[src/hw/rtl/v3alu_pkg.sv]
// Shared types, opcodes and helpers for the 3D vector arithmetic unit.
package v3alu_pkg;

  localparam int unsigned FracBitsDef = 16;
  localparam int unsigned QW          = 32;
  localparam int unsigned ThrW        = 31;
  localparam int unsigned SqrtSteps   = 32;
  localparam int unsigned RadW        = 64;
  localparam int unsigned SqRemW      = 33;
  localparam int unsigned WideW       = 67;
  localparam logic [ThrW-1:0] ThrReset = 31'd1;

  typedef enum logic [3:0] {
    CMD_ADD       = 4'd0,
    CMD_SUB       = 4'd1,
    CMD_NEGATE    = 4'd2,
    CMD_DOT       = 4'd3,
    CMD_CROSS     = 4'd4,
    CMD_SCALE     = 4'd5,
    CMD_DIVIDE    = 4'd6,
    CMD_NORM      = 4'd7,
    CMD_NORMSQ    = 4'd8,
    CMD_NORMALIZE = 4'd9,
    CMD_EQUAL     = 4'd10
  } cmd_e;

  typedef logic signed [QW-1:0] q_t;

  typedef struct packed {
    logic [3:0] cmd;
    q_t         a_x;
    q_t         a_y;
    q_t         a_z;
    q_t         b_x;
    q_t         b_y;
    q_t         b_z;
    q_t         scalar;
  } in_t;

  typedef struct packed {
    q_t   r_x;
    q_t   r_y;
    q_t   r_z;
    logic is_equal;
    logic saturated;
    logic div_fault;
  } out_t;

  // partial result travelling down the cell chains
  typedef struct packed {
    logic [2:0][QW-1:0] r;
    logic               sat;
    logic               eq;
    logic               fault;
    logic               use_div;
  } res_t;

  typedef struct packed {
    res_t               res;
    logic [3:0]         cmd;
    logic [2:0][QW-1:0] a;
    logic [QW-1:0]      s;
  } ctx_t;

  localparam logic signed [WideW-1:0] QMaxW = 67'sd2147483647;
  localparam logic signed [WideW-1:0] QMinW = -67'sd2147483648;

  // {sat, value}
  function automatic logic [QW:0] clip32(input logic signed [WideW-1:0] v);
    logic [QW:0] o;
    if (v > QMaxW) begin
      o = {1'b1, 32'h7FFF_FFFF};
    end else if (v < QMinW) begin
      o = {1'b1, 32'h8000_0000};
    end else begin
      o = {1'b0, v[QW-1:0]};
    end
    return o;
  endfunction

endpackage

[src/hw/rtl/v3alu_sqrt_cell.sv]
// One bit step of the square root chain; forwards the item context.
module v3alu_sqrt_cell (
  input  logic                           clk_i,
  input  logic                           rst_ni,
  input  logic                           valid_i,
  input  v3alu_pkg::ctx_t                ctx_i,
  input  logic [v3alu_pkg::RadW-1:0]     rad_i,
  input  logic [v3alu_pkg::SqRemW-1:0]   rem_i,
  input  logic [v3alu_pkg::QW-1:0]       root_i,
  output logic                           valid_o,
  output v3alu_pkg::ctx_t                ctx_o,
  output logic [v3alu_pkg::RadW-1:0]     rad_o,
  output logic [v3alu_pkg::SqRemW-1:0]   rem_o,
  output logic [v3alu_pkg::QW-1:0]       root_o
);

  logic [v3alu_pkg::SqRemW+1:0] t, trial, diff;
  logic [v3alu_pkg::SqRemW-1:0] rem_d;
  logic [v3alu_pkg::QW-1:0]     root_d;

  always_comb begin
    t     = {rem_i, rad_i[v3alu_pkg::RadW-1 -: 2]};
    trial = {1'b0, root_i, 2'b01};
    diff  = t - trial;
    if (t >= trial) begin
      rem_d  = diff[v3alu_pkg::SqRemW-1:0];
      root_d = {root_i[v3alu_pkg::QW-2:0], 1'b1};
    end else begin
      rem_d  = t[v3alu_pkg::SqRemW-1:0];
      root_d = {root_i[v3alu_pkg::QW-2:0], 1'b0};
    end
  end

  always_ff @(posedge clk_i or negedge rst_ni) begin
    if (!rst_ni) begin
      valid_o <= 1'b0;
    end else begin
      valid_o <= valid_i;
    end
  end

  always_ff @(posedge clk_i) begin
    ctx_o  <= ctx_i;
    rad_o  <= {rad_i[v3alu_pkg::RadW-3:0], 2'b00};
    rem_o  <= rem_d;
    root_o <= root_d;
  end

endmodule

[config.mk]
export PLATFORM = sky130hd
export DESIGN_NAME = v3alu_sqrt_cell
export DESIGN_NICKNAME = d
export VERILOG_FILES = /design/src/hw/rtl/v3alu_pkg.sv /design/src/hw/rtl/v3alu_sqrt_cell.sv
export SDC_FILE = /design/constraint.sdc
export NUM_CORES = 1
export LEC_CHECK = 0
export BUFFER_PORTS_ARGS = -buffer_cell sky130_fd_sc_hd__buf_2
export CAP_MARGIN = 25
export CELL_PAD_IN_SITES_DETAIL_PLACEMENT = 1
export CELL_PAD_IN_SITES_GLOBAL_PLACEMENT = 2
export CORE_AREA = 2 2 283 285
export DETAILED_ROUTE_END_ITERATION = 10
export DIE_AREA = 0 0 285 287
export GPL_TIMING_DRIVEN = 0
export PLACE_DENSITY_LB_ADDON = 0.1
export RECOVER_POWER = 100
export SLEW_MARGIN = 15
export SYNTH_ARGS = -nofsm -noshare
export SYNTH_HDL_FRONTEND = slang
export SYNTH_SLANG_ARGS = --single-unit
[constraint.sdc]
create_clock -name clk_i -period 0.8 [get_ports clk_i]
set_input_delay 0.2 -clock clk_i [delete_from_list [all_inputs] [get_ports clk_i]]
set_output_delay 0.2 -clock clk_i [all_outputs]
set_load 0.02 [all_outputs]
==> results.toml <==
[floorplan]
rows = 103
core_um2 = 78600
die_h_um = 287
ios = 726
die-area_um2 = 81800
die_x_um = 285
initial_core_util_pct = 12.1

[detailed_routing]
antenna_left = 0
wire_per_inst_um = 20.1
drtIter0Drc = 126
num_vias = 10000
drc = 0
first_pass_iters = 4
avgViaCountPerCell = 3.35
drt_wl_total_mm = 59.9

[status]
status = "complete, but fails checks"
violations = "hold timing, setup timing"

[placement]
hpwl_mm = 46.4
gp_congestion = 0.784
port_buffers = 723
dpl_worst_slack_ns = -2.44

[worst_setup_path]
path_class = "in2reg"
crit_required_ns = 1.26
slowest_delay_ns = 0.39
cp_cell_sequence = "buf_2 -> ha_4 -> and4_4 -> and3_4 -> nand2_4 -> a221o_1 -> a21oi_4 -> a21oi_4 -> o21ai_4 -> buf_12 -> buf_12 -> mux2_4"
crit_buf_inv = 3
endpoint_kind = "flip-flop"
crit_cells = 12
cp_max_fo = 5
critPathSlowestCell = "a221o_1"
critical_path.startpoint_type = "input pin"
critPathArrivalTime_ns = 2.59
critPathTopFamily = "compound AO/OA/AOI/OAI gates"

[cts]
cts_made_buffers = 46
cts.sinks = 360
htree_levels = 2
clockRootBuffer = "clkbuf_16"
clkTransAtPathRegs_ns = 0.05
cts_tree = "done"
cts.path.max_buffers = 3

[synthesis]
synth_cell_types = 49
yosys_warnings = 0
netlist_instances = 721
synth-seq-area-share_pct = 75.9
synth_area_leader_cell = "dfxtp_1"
synth_area_um2 = 9500
synth_ff_type = "dfxtp_1"
synth_area_per_cell_um2 = 13.2
synth_edf_count = 0
synth-seq-cells = 360
synthDominantCellAreaShare_pct = 75.7
ys_async_sr_fraction_pct = 0.278
synthTopCellsByArea = "dfxtp_1, ha_1, a21oi_1, xnor2_1, nor2_1"

[timing]
max_freq_ghz = 0.468
timing.final.ws_setup_ns = -1.33
min_period_over_period_pct = 267
slew_viol_final = 0
rsz0062_at_grt = "yes"
finalSetupViolCount = 394
fin_hold_ws_ns = -0.250
min_period_ns = 2.13
hold_viol_final = 1

[global_route]
overflow = 0
grt_first_pass_wirelength_mm = 83.0
grt_pass1_vias = 11300
track_usage_pct = 14.1
antenna_found_initial = 13
grt_max_degree = 14

[power]
combPwrFrac_pct = 21.0
p_int_mw = 37.1
p_clk_share_pct = 39.7
seq_power_share_pct = 39.2
leakage_nw = 10.5
p_sw_share_pct = 27.3
peakVddDrop_mv = 1.27
power.density_nw_per_um2 = 2150
power_switching_mw = 13.9

[hold_path]
hold-path-endpoint = "root_o[7]"
worstHoldStart = "root_i[6]"
hold_path_class = "in2reg"
worstHoldPathCells = 1

[layout]
drive_gt1_share_pct = 68.4
area_growth_pct = 150
nNetsFinal = 2302

[run]
max_cap_violations = 0
-- cells in the final DEF, fill, tap and decap left out, types with 10 or more instances in the layout --
| cell | Yosys | final |
|---|---|---|
| xnor2_1 | 19 | 18 |
| clkbuf_16 | 0 | 48 |
| ha_1 | 34 | 10 |
| buf_6 | 1 | 377 |
| clkbuf_1 | 5 | 25 |
| a21oi_2 | 2 | 25 |
| a21oi_1 | 56 | 26 |
| buf_12 | 0 | 13 |
| o21ai_0 | 20 | 14 |
| inv_1 | 39 | 27 |
| buf_2 | 8 | 337 |
| ha_4 | 0 | 20 |
| nor2_2 | 0 | 11 |
| clkbuf_8 | 0 | 11 |
| buf_4 | 4 | 42 |
| dfxtp_2 | 0 | 355 |
| nor2_1 | 42 | 23 |
| dlygate4sd3_1 | 0 | 360 |
| nand2_1 | 28 | 27 |
-- how the worst max path moves through the flow --
stage	start	end	slack (ns)
after floorplan	root_i[6]	rem_o[13]	-1.47
after global placement	root_i[6]	rem_o[5]	-2.45
after detailed placement	root_i[6]	rem_o[5]	-2.44
after CTS	root_i[6]	rem_o[8]	-1.30
after global routing	rem_i[8]	rem_o[8]	-1.34
final	rem_i[8]	rem_o[8]	-1.33
-- kinds of logic (layout without fill, tap and decap cells) --
family	after synthesis	count (layout)	share of synthesized area, %
AO/OA/AOI/OAI	131	131	8.71
buffers and inverters	57	1271	2.60
flip-flops	360	360	75.9
adder cells (fa/ha/maj)	34	34	4.48
multiplexers	7	7	0.830
other	1	5	0.0395
AND/OR/NAND/NOR	103	103	4.83
XOR/XNOR	28	28	2.58
-- registers in the layout, indices dropped and copies added (netlist names) --
register and cells:
rad_o 62, root_o 32, ctx_o 232, rem_o 33, valid_o 1
-- layer usage --
metal / global-route usage, % / part of all wire [%] / vias to the layer above / wire [µm]
met5: 0 / 0.21 / - / 127
li1: - / - / 4775 / -
met4: 5.60 / 4.0 / 18 / 2380
met2: 26.3 / 53 / 411 / 31900
met1: 13.8 / 34 / 4710 / 20300
met3: 5.75 / 8.8 / 114 / 5290
-- stage by stage --
stage               total power [mW]  TNS (ns)  cell area (µm²)  utilization, %  cells
floorplan                       23.2    -47.70             9690               -    722
global placement                26.6    -77.36            14600            18.6   2495
detailed placement              26.5    -77.19            14600            18.6   2495
CTS                             51.8   -215.07            23100            29.3   2961
global route                    53.7   -214.31            23700            30.2   2988
finish                          51.1   -192.38            23700            30.2   2989
-- Yosys cell counts (2+ instances only) --
master,instances
o21a_1,8
dfxtp_1,359
and3_1,3
o211ai_1,2
nand4_1,6
o21bai_1,6
nand2b_1,4
a221o_1,3
buf_4,4
nor3_1,5
a21oi_2,2
nand3_1,8
a41oi_1,2
ha_1,34
buf_2,8
xnor2_1,19
nand2_1,28
mux2_2,7
a21oi_1,56
a221oi_1,2
clkbuf_1,5
o31ai_1,2
a21o_1,9
o21ai_0,20
xor2_1,9
a211oi_1,3
nor2_1,42
a211oi_2,2
a31oi_1,5
inv_1,39
-- final cells by class --
type                    instances  area, µm²
fillers                      8705      54900
repair buffers               1135      10100
flip-flops and latches        360       7670
multi-input cells             305       2750
clock buffers                  68       1330
well taps                    1050       1310
plain buffers                  17        235
inverters                      39        169
clock inverters                12        135
diodes                          3       7.51
-- power by group through the flow --
stage	registers, mW	logic [mW]	clock network (mW)
after floorplan	21.5	1.78	0
after global placement	19.8	6.73	0
after detailed placement	19.9	6.68	0
after CTS	20.0	10.3	21.4
after global routing	20.1	11.5	22.1
final	20.0	10.8	20.3
-- repair_timing --
item	4_1_cts	5_1_grt
resized for setup	1170	110
hold buffers	359	1
hold endpoints to repair	360	2
buffers inserted	26	23
gates cloned	2	2
pin swaps	23	19
setup endpoints to repair	394	394
No activity file was read; power rests on OpenSTA's default activity.
