[config.mk]
export PLATFORM = sky130hd
export DESIGN_NAME = v3alu_div_cell
export DESIGN_NICKNAME = d
export VERILOG_FILES = /design/src/hw/rtl/v3alu_pkg.sv /design/src/hw/rtl/v3alu_div_cell.sv
export SDC_FILE = /design/constraint.sdc
export NUM_CORES = 1
export LEC_CHECK = 0
export BUFFER_PORTS_ARGS = -buffer_cell sky130_fd_sc_hd__buf_2
export CAP_MARGIN = 20
export CORE_AREA = 2 2 298 300
export CTS_BUF_LIST = sky130_fd_sc_hd__clkbuf_8
export CTS_CLUSTER_DIAMETER = 100
export DETAILED_ROUTE_END_ITERATION = 8
export DIE_AREA = 0 0 300 302
export HOLD_SLACK_MARGIN = 0.02
export PLACE_DENSITY_LB_ADDON = 0.12
export SLEW_MARGIN = 20
export SYNTH_ARGS = -nofsm -noshare
export SYNTH_HDL_FRONTEND = slang
export SYNTH_SLANG_ARGS = --single-unit
[constraint.sdc]
create_clock -name clk_i -period 0.8 [get_ports clk_i]
set_input_delay 0.04 -clock clk_i [delete_from_list [all_inputs] [get_ports clk_i]]
set_output_delay 0.04 -clock clk_i [all_outputs]
set_load 0.02 [all_outputs]
[src/hw/rtl/v3alu_pkg.sv]
// Shared types, opcodes and helpers for the 3D vector arithmetic unit.
package v3alu_pkg;

  localparam int unsigned FracBitsDef = 16;
  localparam int unsigned QW          = 32;
  localparam int unsigned ThrW        = 31;
  localparam int unsigned SqrtSteps   = 32;
  localparam int unsigned RadW        = 64;
  localparam int unsigned SqRemW      = 33;
  localparam int unsigned WideW       = 67;
  localparam logic [ThrW-1:0] ThrReset = 31'd1;

  typedef enum logic [3:0] {
    CMD_ADD       = 4'd0,
    CMD_SUB       = 4'd1,
    CMD_NEGATE    = 4'd2,
    CMD_DOT       = 4'd3,
    CMD_CROSS     = 4'd4,
    CMD_SCALE     = 4'd5,
    CMD_DIVIDE    = 4'd6,
    CMD_NORM      = 4'd7,
    CMD_NORMSQ    = 4'd8,
    CMD_NORMALIZE = 4'd9,
    CMD_EQUAL     = 4'd10
  } cmd_e;

  typedef logic signed [QW-1:0] q_t;

  typedef struct packed {
    logic [3:0] cmd;
    q_t         a_x;
    q_t         a_y;
    q_t         a_z;
    q_t         b_x;
    q_t         b_y;
    q_t         b_z;
    q_t         scalar;
  } in_t;

  typedef struct packed {
    q_t   r_x;
    q_t   r_y;
    q_t   r_z;
    logic is_equal;
    logic saturated;
    logic div_fault;
  } out_t;

  // partial result travelling down the cell chains
  typedef struct packed {
    logic [2:0][QW-1:0] r;
    logic               sat;
    logic               eq;
    logic               fault;
    logic               use_div;
  } res_t;

  typedef struct packed {
    res_t               res;
    logic [3:0]         cmd;
    logic [2:0][QW-1:0] a;
    logic [QW-1:0]      s;
  } ctx_t;

  localparam logic signed [WideW-1:0] QMaxW = 67'sd2147483647;
  localparam logic signed [WideW-1:0] QMinW = -67'sd2147483648;

  // {sat, value}
  function automatic logic [QW:0] clip32(input logic signed [WideW-1:0] v);
    logic [QW:0] o;
    if (v > QMaxW) begin
      o = {1'b1, 32'h7FFF_FFFF};
    end else if (v < QMinW) begin
      o = {1'b1, 32'h8000_0000};
    end else begin
      o = {1'b0, v[QW-1:0]};
    end
    return o;
  endfunction

endpackage

[src/hw/rtl/v3alu_div_cell.sv]
// One quotient bit step for three divider lanes sharing one divisor.
module v3alu_div_cell #(
  parameter int unsigned NW = 48
) (
  input  logic                          clk_i,
  input  logic                          rst_ni,
  input  logic                          valid_i,
  input  v3alu_pkg::res_t               res_i,
  input  logic [v3alu_pkg::QW-1:0]      d_i,
  input  logic [2:0][NW-1:0]            nq_i,
  input  logic [2:0][v3alu_pkg::QW-1:0] rem_i,
  input  logic [2:0]                    neg_i,
  output logic                          valid_o,
  output v3alu_pkg::res_t               res_o,
  output logic [v3alu_pkg::QW-1:0]      d_o,
  output logic [2:0][NW-1:0]            nq_o,
  output logic [2:0][v3alu_pkg::QW-1:0] rem_o,
  output logic [2:0]                    neg_o
);

  logic [2:0][NW-1:0]            nq_d;
  logic [2:0][v3alu_pkg::QW-1:0] rem_d;
  logic [v3alu_pkg::QW:0]        t, diff;

  // numerator bits leave at the top, quotient bits enter at the bottom
  always_comb begin
    nq_d  = nq_i;
    rem_d = rem_i;
    t     = '0;
    diff  = '0;
    for (int i = 0; i < 3; i++) begin
      t    = {rem_i[i], nq_i[i][NW-1]};
      diff = t - {1'b0, d_i};
      if (t >= {1'b0, d_i}) begin
        rem_d[i] = diff[v3alu_pkg::QW-1:0];
        nq_d[i]  = {nq_i[i][NW-2:0], 1'b1};
      end else begin
        rem_d[i] = t[v3alu_pkg::QW-1:0];
        nq_d[i]  = {nq_i[i][NW-2:0], 1'b0};
      end
    end
  end

  always_ff @(posedge clk_i or negedge rst_ni) begin
    if (!rst_ni) begin
      valid_o <= 1'b0;
    end else begin
      valid_o <= valid_i;
    end
  end

  always_ff @(posedge clk_i) begin
    res_o <= res_i;
    d_o   <= d_i;
    nq_o  <= nq_d;
    rem_o <= rem_d;
    neg_o <= neg_i;
  end

endmodule

==> impl_metrics.ini, run 1 <==
[sta]
worst_pin_slew_ps = 440
finalCritPeriodShare_pct = 255
fmax_mhz = 491
rsz0062_at_grt = yes
final_hold_viol_count = 33
hold_ws_ps = -514
drv_slew = 0
slew_headroom_pct = 70.6
fin_ws_ps = -1240
setup_viol = 475
final.setup.tns_ps = -247200
min_period_ps = 2040

[grt]
grt_usage_pct = 19.4
grt_pass1_vias = 18700
grt.overflow.total = 0
grt_max_degree = 22
antenna_found_initial = 42
grt_pass1_wl_mm = 127

[run]
drv_cap = 0

[floorplan]
start_util_pct = 16.0
io_pins = 754
fp.dieArea_sq_um = 90600
die_x_um = 300
num_rows = 109
coreArea_sq_um = 87600
die_y_um = 302

[pwr]
power_density_nw_per_um2 = 1880
ir_drop_mv = 1.14
p_leak_nw = 16.0
swShare_pct = 31.5
share_seq_of_total_power_pct = 33.5
internal_power_mw = 45.6
power.net_switching_mw = 20.9
pwr-share-clk_pct = 31.3
power_mw = 66.5
pwr-share-comb_pct = 35.2

[critical_path]
critPathKind = in2reg
crit_chain = buf_8 > clkinvlp_4 > buf_6 > ha_4 > o21a_1 > o211ai_1 > buf_4 > a211oi_4 > o21ai_4 > a21oi_4 > o21ai_4 > a31oi_4 > buf_12 > clkbuf_16 > mux2_4
crit_top_cell = o21ai_4
worstPathMaxFanout = 5
worstPathRequired_ps = 1350
path_buf_inv = 6
cp.arrival_ps = 2590
slowest_delay_ps = 310
crit_start = d_i[5]
critPathTopFamily = compound AO/OA/AOI/OAI gates
end_kind = flip-flop
cpMaxStageDelayCell = a211oi_4
cp-start-kind = primary input
endpoint = rem_o[72]
crit_cells = 15

[run_status]
violations = negative hold slack, negative setup slack
outcome = finished, violations left

[placed_design]
gp_congestion = 0.891
io_buffers = 753
pre_cts_slack_ps = -2130
dp_hpwl_mm = 68.6

[route]
routed_via_density = 3.95
ant_nets = 0
routed-via-count = 17200
firstDrtPassIters = 5
drt-total-wl_mm = 92.4
drc = 0
wl_per_cell_um = 21.2
drtIter0Drc = 702

[synth]
ys_warn_count = 0
synth_cells = 1299
synth_area_leaders = dfxtp_1 (53%), ha_1 (8.6%), mux2_2 (3.9%)
synth_top_area_share_pct = 53.5
synth_seq_cells = 376
syn-num-nets = 1776
synth_area_sq_um = 14000
ys.flop_type = dfxtp_1
postSynth.asyncResetShare_pct = 0.266
synth_edf_count = 0
synth_largest_area_cell = dfxtp_1
avgSynthCellArea_sq_um = 10.8
seq_area_frac_synth_pct = 53.7
ys_types = 78

[clocking]
ctsLongestPathBuffers = 3
htree_num_levels = 3
cts_root_buffer = clkbuf_8
clk_pin_slew_ps = 50
cts_inserted_buffers = 76
numClockSinks = 376
cts_tree = done

[cells_and_area]
fin_util_pct = 40.4
area_growth_pct = 152
drive_gt1_share_pct = 62.7
nets = 3610

[min_path]
hp-class = in2reg
[timing repair]
item,CTS,global route
endpoints found under the hold margin,374,66
pin swaps,73,74
resized for setup,1438,157
setup buffers,52,35
endpoints found under the setup margin,475,475
hold buffers,558,37
gates cloned,10,3
[per-stage QoR]
stage	hold WS (ps)	area [sq um]	std cells
6_report	-514	35300	4368
4_1_cts	-623	34100	4292
3_5_place_dp	-165	22200	3552
2_1_floorplan	-256	14400	1299
5_1_grt	-588	35300	4360
3_3_place_gp	-166	22200	3552
[cells in the mapped netlist (all sizes together) (15+ instances only)]
| library cell | count |
|---|---|
| o21ai | 74 |
| clkbuf | 24 |
| nand2 | 92 |
| dfxtp | 375 |
| mux2 | 61 |
| inv | 64 |
| nor3 | 20 |
| xor2 | 32 |
| a31oi | 17 |
| nand4 | 22 |
| a21oi | 105 |
| xnor2 | 48 |
| o21a | 15 |
| a21o | 41 |
| nand3 | 21 |
| nor2 | 46 |
| ha | 96 |
[area by class of cell]
type / count / area [sq um]
antenna: 17 / 42.5
clock buffer: 91 / 1250
clock inverter: 40 / 297
fill: 8421 / 52200
inverter: 64 / 319
multi-input combinational: 821 / 7810
sequential: 376 / 8020
tap: 1165 / 1460
timing repair buffer: 1794 / 16100
[flip-flops by register name (all words and copies together), names as in the netlist]
signal   count
nq_o       144
neg_o        3
valid_o      1
res_o      100
d_o         32
rem_o       96
[worst min-delay path by stage]
stage	start	to	cells past startpoint
final	d_i[3]	d_o[3]	1
after global routing	d_i[3]	d_o[3]	1
after CTS	d_i[5]	d_o[5]	1
after detailed placement	rst_ni	valid_o	1
after global placement	rst_ni	valid_o	1
after floorplan	rst_ni	valid_o	0
[cells in the final DEF, fill, tap and decap left out, types with 18 or more instances in the layout]
cell	count
xnor2_1	42
nand2_1	65
xor2_1	32
dfxtp_2	365
a21oi_1	72
nand4_1	22
o21ai_1	18
nor2_1	38
inv_1	61
a21oi_2	27
ha_1	52
mux2_2	27
buf_12	19
a21o_1	37
o21ai_0	28
dlygate4sd3_1	593
ha_4	42
buf_4	381
mux2_4	34
buf_6	419
clkbuf_8	91
buf_2	357
[logic make-up (layout without fill, tap and decap cells)]
| logic type | Yosys count | after routing | synth area share [%] |
|---|---|---|---|
| AOI/OAI and AO/OA | 324 | 324 | 15.2 |
| xor gates and xnor gates | 80 | 80 | 4.99 |
| adders and majority gates | 99 | 99 | 8.99 |
| buffers and inverters | 102 | 1989 | 3.35 |
| DFF | 376 | 376 | 53.7 |
| muxes | 65 | 65 | 5.21 |
| other | 0 | 17 | 0 |
| and+or+nand+nor | 253 | 253 | 8.63 |
[power groups by stage]
stage          registers [mW]  logic, mW  clock network (mW)
6_report                 22.3       23.4                20.8
3_3_place_gp             21.8       15.6                   0
2_1_floorplan            24.0       5.39                   0
5_1_grt                  22.4       24.8                22.6
3_5_place_dp             21.7       15.6                   0
4_1_cts                  22.2       22.4                21.7
[metal layers]
layer	vias up	part of all wire [%]	global-route usage (%)
met5	-	0.036	0
met4	6	4.9	8.88
met2	585	53	37.3
met3	194	5.2	4.12
met1	8174	36	20.0
li1	8282	-	-
Power figures use the tool's default switching activity.
==> inputs of run 2 (changes only) <==
--- a/config.mk
+++ b/config.mk
@@ -8,7 +8,7 @@
 export BUFFER_PORTS_ARGS = -buffer_cell sky130_fd_sc_hd__buf_2
 export CAP_MARGIN = 20
 export CORE_AREA = 2 2 298 300
-export CTS_BUF_LIST = sky130_fd_sc_hd__clkbuf_8
+export CTS_BUF_LIST = sky130_fd_sc_hd__clkbuf_4 sky130_fd_sc_hd__clkbuf_8 sky130_fd_sc_hd__clkbuf_16
 export CTS_CLUSTER_DIAMETER = 100
 export DETAILED_ROUTE_END_ITERATION = 8
 export DIE_AREA = 0 0 300 302
==> run 2 against run 1 <==
  * The flow still finishes with violations (negative hold slack, negative setup slack)
  * Sequential power barely moved
  * Die area stayed put
  * Clock power rose by 7%
  * Via count down 6.9%
  * Non-clock buffer count down 240
  * Global-route usage fell by 1.0 points
  * Fmax fell by 3.3%
  * Setup slack worse by 70 ps
  * Largest cell class unchanged
  * Highest routed layer unchanged
==> impl_metrics.ini, run 2 (same netlist as run 1, synthesis figures left out) <==
[sta]
setup_viol = 475
finalCritPeriodShare_pct = 263
final_hold_viol_count = 8
rsz0062_at_grt = yes
fin_ws_ps = -1310
drv_slew = 0
worst_pin_slew_ps = 417
slew_headroom_pct = 72.2
hold_ws_ps = -431
min_period_ps = 2110
fmax_mhz = 474

[floorplan]
num_rows = 109
fp.dieArea_sq_um = 90600
io_pins = 754
coreArea_sq_um = 87600
start_util_pct = 16.0
die_x_um = 300
die_y_um = 302

[critical_path]
end_kind = flip-flop
path_buf_inv = 5
critPathTopFamily = compound AO/OA/AOI/OAI gates
critPathKind = in2reg
crit_chain = buf_8 > clkinvlp_4 > ha_4 > o21a_1 > o211ai_1 > buf_4 > a211oi_4 > o21ai_4 > a21oi_4 > o21ai_2 > a31oi_4 > buf_6 > buf_16 > mux2_4
cp.arrival_ps = 2580
cpMaxStageDelayCell = ha_4
worstPathRequired_ps = 1270
cp-start-kind = primary input
worstPathMaxFanout = 5
slowest_delay_ps = 360

[placed_design]
io_buffers = 753
pre_cts_slack_ps = -2130
dp_hpwl_mm = 68.6
gp_congestion = 0.891

[route]
drtIter0Drc = 638
routed_via_density = 3.94
firstDrtPassIters = 4
routed-via-count = 16100
drc = 0
ant_nets = 0
drt-total-wl_mm = 87.1
wl_per_cell_um = 21.4

[cells_and_area]
drive_gt1_share_pct = 66.5
final_cell_mix = buf_6 (399), buf_4 (388), dlygate4sd3_1 (369)
area_growth_pct = 132
mostFrequentLayoutCell = buf_6
top_register = nq_o
nets = 3340
top_regs = nq_o (144), res_o (100), rem_o (96)
largest_register_ffs = 144

[clocking]
numClockSinks = 376
cts_inserted_buffers = 46
cts_tree = done
htree_num_levels = 2
clk_pin_slew_ps = 60
ctsLongestPathBuffers = 3
cts_root_buffer = clkbuf_16

[pwr]
pwr-share-clk_pct = 33.5
ir_drop_mv = 1.73
p_leak_nw = 14.8
swShare_pct = 30.2
power_density_nw_per_um2 = 2040
share_seq_of_total_power_pct = 33.4
pwr-share-comb_pct = 33.1
internal_power_mw = 46.5
power_mw = 66.6
power.net_switching_mw = 20.1

[grt]
grt.overflow.total = 0
grt_pass1_vias = 17500
grt_usage_pct = 18.4
grt_pass1_wl_mm = 120
grt_max_degree = 14
antenna_found_initial = 42

[run]
drv_cap = 0

[min_path]
hp-class = in2reg

[run_status]
violations = negative hold slack, negative setup slack
outcome = finished, violations left
run 2: repair_timing:
item	4_1_cts	5_1_grt
hold endpoints to repair	374	15
endpoints found under the setup margin	475	475
cloned	12	1
pin swaps	81	43
resized for setup	1407	94
setup buffers	39	24
hold buffers	362	7
run 2: per-stage QoR:
step	util [%]	instances	instance area (sq um)	TNS [ps]	hold slack, ps
finish	37.2	4072	32600	-220380	-431
global route	37.2	4066	32600	-244450	-462
CTS	36.5	4040	32000	-234530	-484
detailed placement	25.4	3552	22200	-197200	-165
global placement	25.4	3552	22200	-196310	-166
floorplan	-	1299	14400	-136040	-256
run 2: final cells by class:
cell class,instances,area (sq um)
Fill cell,8714,55000
Inverter,64,298
Antenna cell,8,20.0
Tap cell,1165,1460
Clock inverter,20,233
Multi-Input combinational cell,821,7440
Clock buffer,64,1390
Timing Repair Buffer,1554,13700
Sequential cell,376,8020
run 2: power groups by stage:
| stage | clock, mW | combinational [mW] | sequential (mW) |
|---|---|---|---|
| 5_1_grt | 23.8 | 23.4 | 22.4 |
| 3_3_place_gp | 0 | 15.6 | 21.8 |
| 4_1_cts | 23.1 | 21.7 | 22.2 |
| 6_report | 22.3 | 22.0 | 22.2 |
| 2_1_floorplan | 0 | 5.39 | 24.0 |
| 3_5_place_dp | 0 | 15.6 | 21.7 |
run 2: final timing paths:
path,cells after the start,start,endpoint
worst max-delay path,14,d_i[6],rem_o[82]
worst min-delay path,1,d_i[0],d_o[0]
max in group asynchronous,3,rst_ni,valid_o
min in group asynchronous,3,rst_ni,valid_o
run 2: per-layer routing:
layer	global-route usage, %	share of wire [%]	vias up
li1	-	-	7727
met1	19.2	37	7634
met2	36.6	55	522
met3	3.58	5.1	162
met4	5.36	3.3	6
met5	0	0.042	-
==> inputs of run 3 (changes only) <==
--- a/config.mk
+++ b/config.mk
@@ -18,3 +18,4 @@
 export SYNTH_ARGS = -nofsm -noshare
 export SYNTH_HDL_FRONTEND = slang
 export SYNTH_SLANG_ARGS = --single-unit
+export TNS_END_PERCENT = 5
==> constraint.sdc (replaced) <==
create_clock -name clk_i -period 2.25 [get_ports clk_i]
set_input_delay 0.1125 -clock clk_i [delete_from_list [all_inputs] [get_ports clk_i]]
set_output_delay 0.1125 -clock clk_i [all_outputs]
set_load 0.02 [all_outputs]
==> run 3 against run 2 <==
  * The run ends with negative hold slack left
  * Cell count is 1.1% lower
  * Die area stayed put
  * First-iteration DRC count is 23% lower
  * Clock-buffer cell count is 6 higher
  * Sequential cell count stayed put
==> impl_metrics.ini, run 3 (same netlist as run 1, synthesis figures left out) <==
[sta]
slew_headroom_pct = 70.4
finalCritPeriodShare_pct = 98.1
final_hold_viol_count = 3
final.setup.tns_ps = 0
fmax_mhz = 453
worst_pin_slew_ps = 441
drv_slew = 0
min_period_ps = 2210
setup_viol = 0
rsz0062_at_grt = yes
hold_ws_ps = -221

[cells_and_area]
multi_input_area_sq_um = 6300
fin_util_pct = 31.7
fin_area_sq_um = 27800
top_regs = nq_o (144), res_o (100), rem_o (96)
top_register = nq_o
final_cell_mix = buf_2 (752), dfxtp_1 (375), dlygate4sd3_1 (374)
mostFrequentLayoutCell = buf_2
area_growth_pct = 97.9
regArea_sq_um = 7530
drive_gt1_share_pct = 47.0
nets = 3292
fillers = 9236
largest_register_ffs = 144

[pwr]
p_leak_nw = 13.3
ir_drop_mv = 0.552
power_density_nw_per_um2 = 786

[route]
drc = 0
firstDrtPassIters = 5
routed-via-count = 15500
drtIter0Drc = 493
wl_per_cell_um = 20.1
routed_via_density = 3.85
ant_nets = 0
drt-total-wl_mm = 81.1

[clocking]
ctsLongestPathBuffers = 3
numClockSinks = 376
htree_num_levels = 2
clk_pin_slew_ps = 60
cts_tree = done
cts_inserted_buffers = 48
cts_root_buffer = clkbuf_16

[floorplan]
fp.dieArea_sq_um = 90600
start_util_pct = 16.0
die_y_um = 302
num_rows = 109
coreArea_sq_um = 87600
io_pins = 754
die_x_um = 300

[grt]
grt_pass1_wl_mm = 110
grt_pass1_vias = 16500
antenna_found_initial = 37
grt_usage_pct = 16.8
grt_max_degree = 32
grt.overflow.total = 0

[critical_path]
cp-start-kind = primary input
end_kind = flip-flop
crit_top_cell = buf_4
cp.arrival_ps = 2710
slowest_delay_ps = 560
critPathTopFamily = buffers and inverters
worstPathMaxFanout = 6
worstPathRequired_ps = 2750
critPathKind = in2reg
crit_chain = dlygate4sd3_1 > buf_2 > ha_1 > and4_4 > nand2_2 > nor3_2 > buf_4 > a31oi_1 > buf_4 > a31oi_4 > buf_4 > clkbuf_16 > mux2_1
path_buf_inv = 6
cpMaxStageDelayCell = dlygate4sd3_1

[placed_design]
placed_area_sq_um = 21900
io_buffers = 753
gp_congestion = 0.895
dp_hpwl_mm = 66.5

[run]
drv_cap = 0

[run_status]
outcome = finished, violations left
violations = negative hold slack

[min_path]
hp-class = in2reg
run 3: cell count changes in the layout (fill, tap and decap cells not counted), moves of 19 or more:
cell,delta
dfxtp_2,-366
nand2_4,-19
mux2_4,-28
buf_6,-394
buf_2,+392
ha_1,+24
ha_4,-20
nand2_1,+30
buf_4,-26
dfxtp_1,+375
o21ai_0,+30
run 3: metal layers:
metal	routed length (um)	share of wire, %	track usage [%]
met1	28300	35	16.5
met2	44900	55	33.8
met3	5150	6.3	4.13
met4	2710	3.3	5.37
met5	81	0.10	0
run 3: final cells by class:
cell class / count / area share [%]
well taps: 1165 / 5.25
inverters: 64 / 0.865
repair buffers: 1504 / 37.9
diodes: 10 / 0.0901
flip-flops and latches: 376 / 27.1
clock buffers: 70 / 5.27
clock inverters: 18 / 0.878
multi-input cells: 821 / 22.7
run 3: worst paths after layout:
check                           from        end  cells past startpoint
max in group asynchronous     rst_ni    valid_o                      3
hold / removal              rem_i[0]   rem_o[1]                      3
min in group asynchronous     rst_ni    valid_o                      3
setup / recovery           rem_i[82]  rem_o[83]                     13
run 3: what timing repair did:
item / CTS / global route
resized for setup: 8 / 46
setup buffers: 0 / 8
pin swaps: 1 / 17
hold endpoints to repair: 374 / 5
gates cloned: 0 / 6
setup endpoints to repair: 43 / 77
hold buffers: 373 / 2
run 3: power by group:
part	leakage [nW]	switching [mW]	internal (mW)	total (mW)
combinational	9.33	3.17	2.83	6.00
clock	0.844	3.16	5.08	8.25
sequential	3.18	0.258	7.34	7.60
run 3: per-stage QoR:
step	worst slack [ps]	hold slack, ps	instances	power [mW]
floorplan	-122	-183	1299	10.3
global placement	-788	-112	3542	13.1
detailed placement	-798	-111	3542	13.0
CTS	4.50	-274	4003	22.1
global route	-32.4	-249	4022	22.9
finish	42.0	-221	4028	21.8
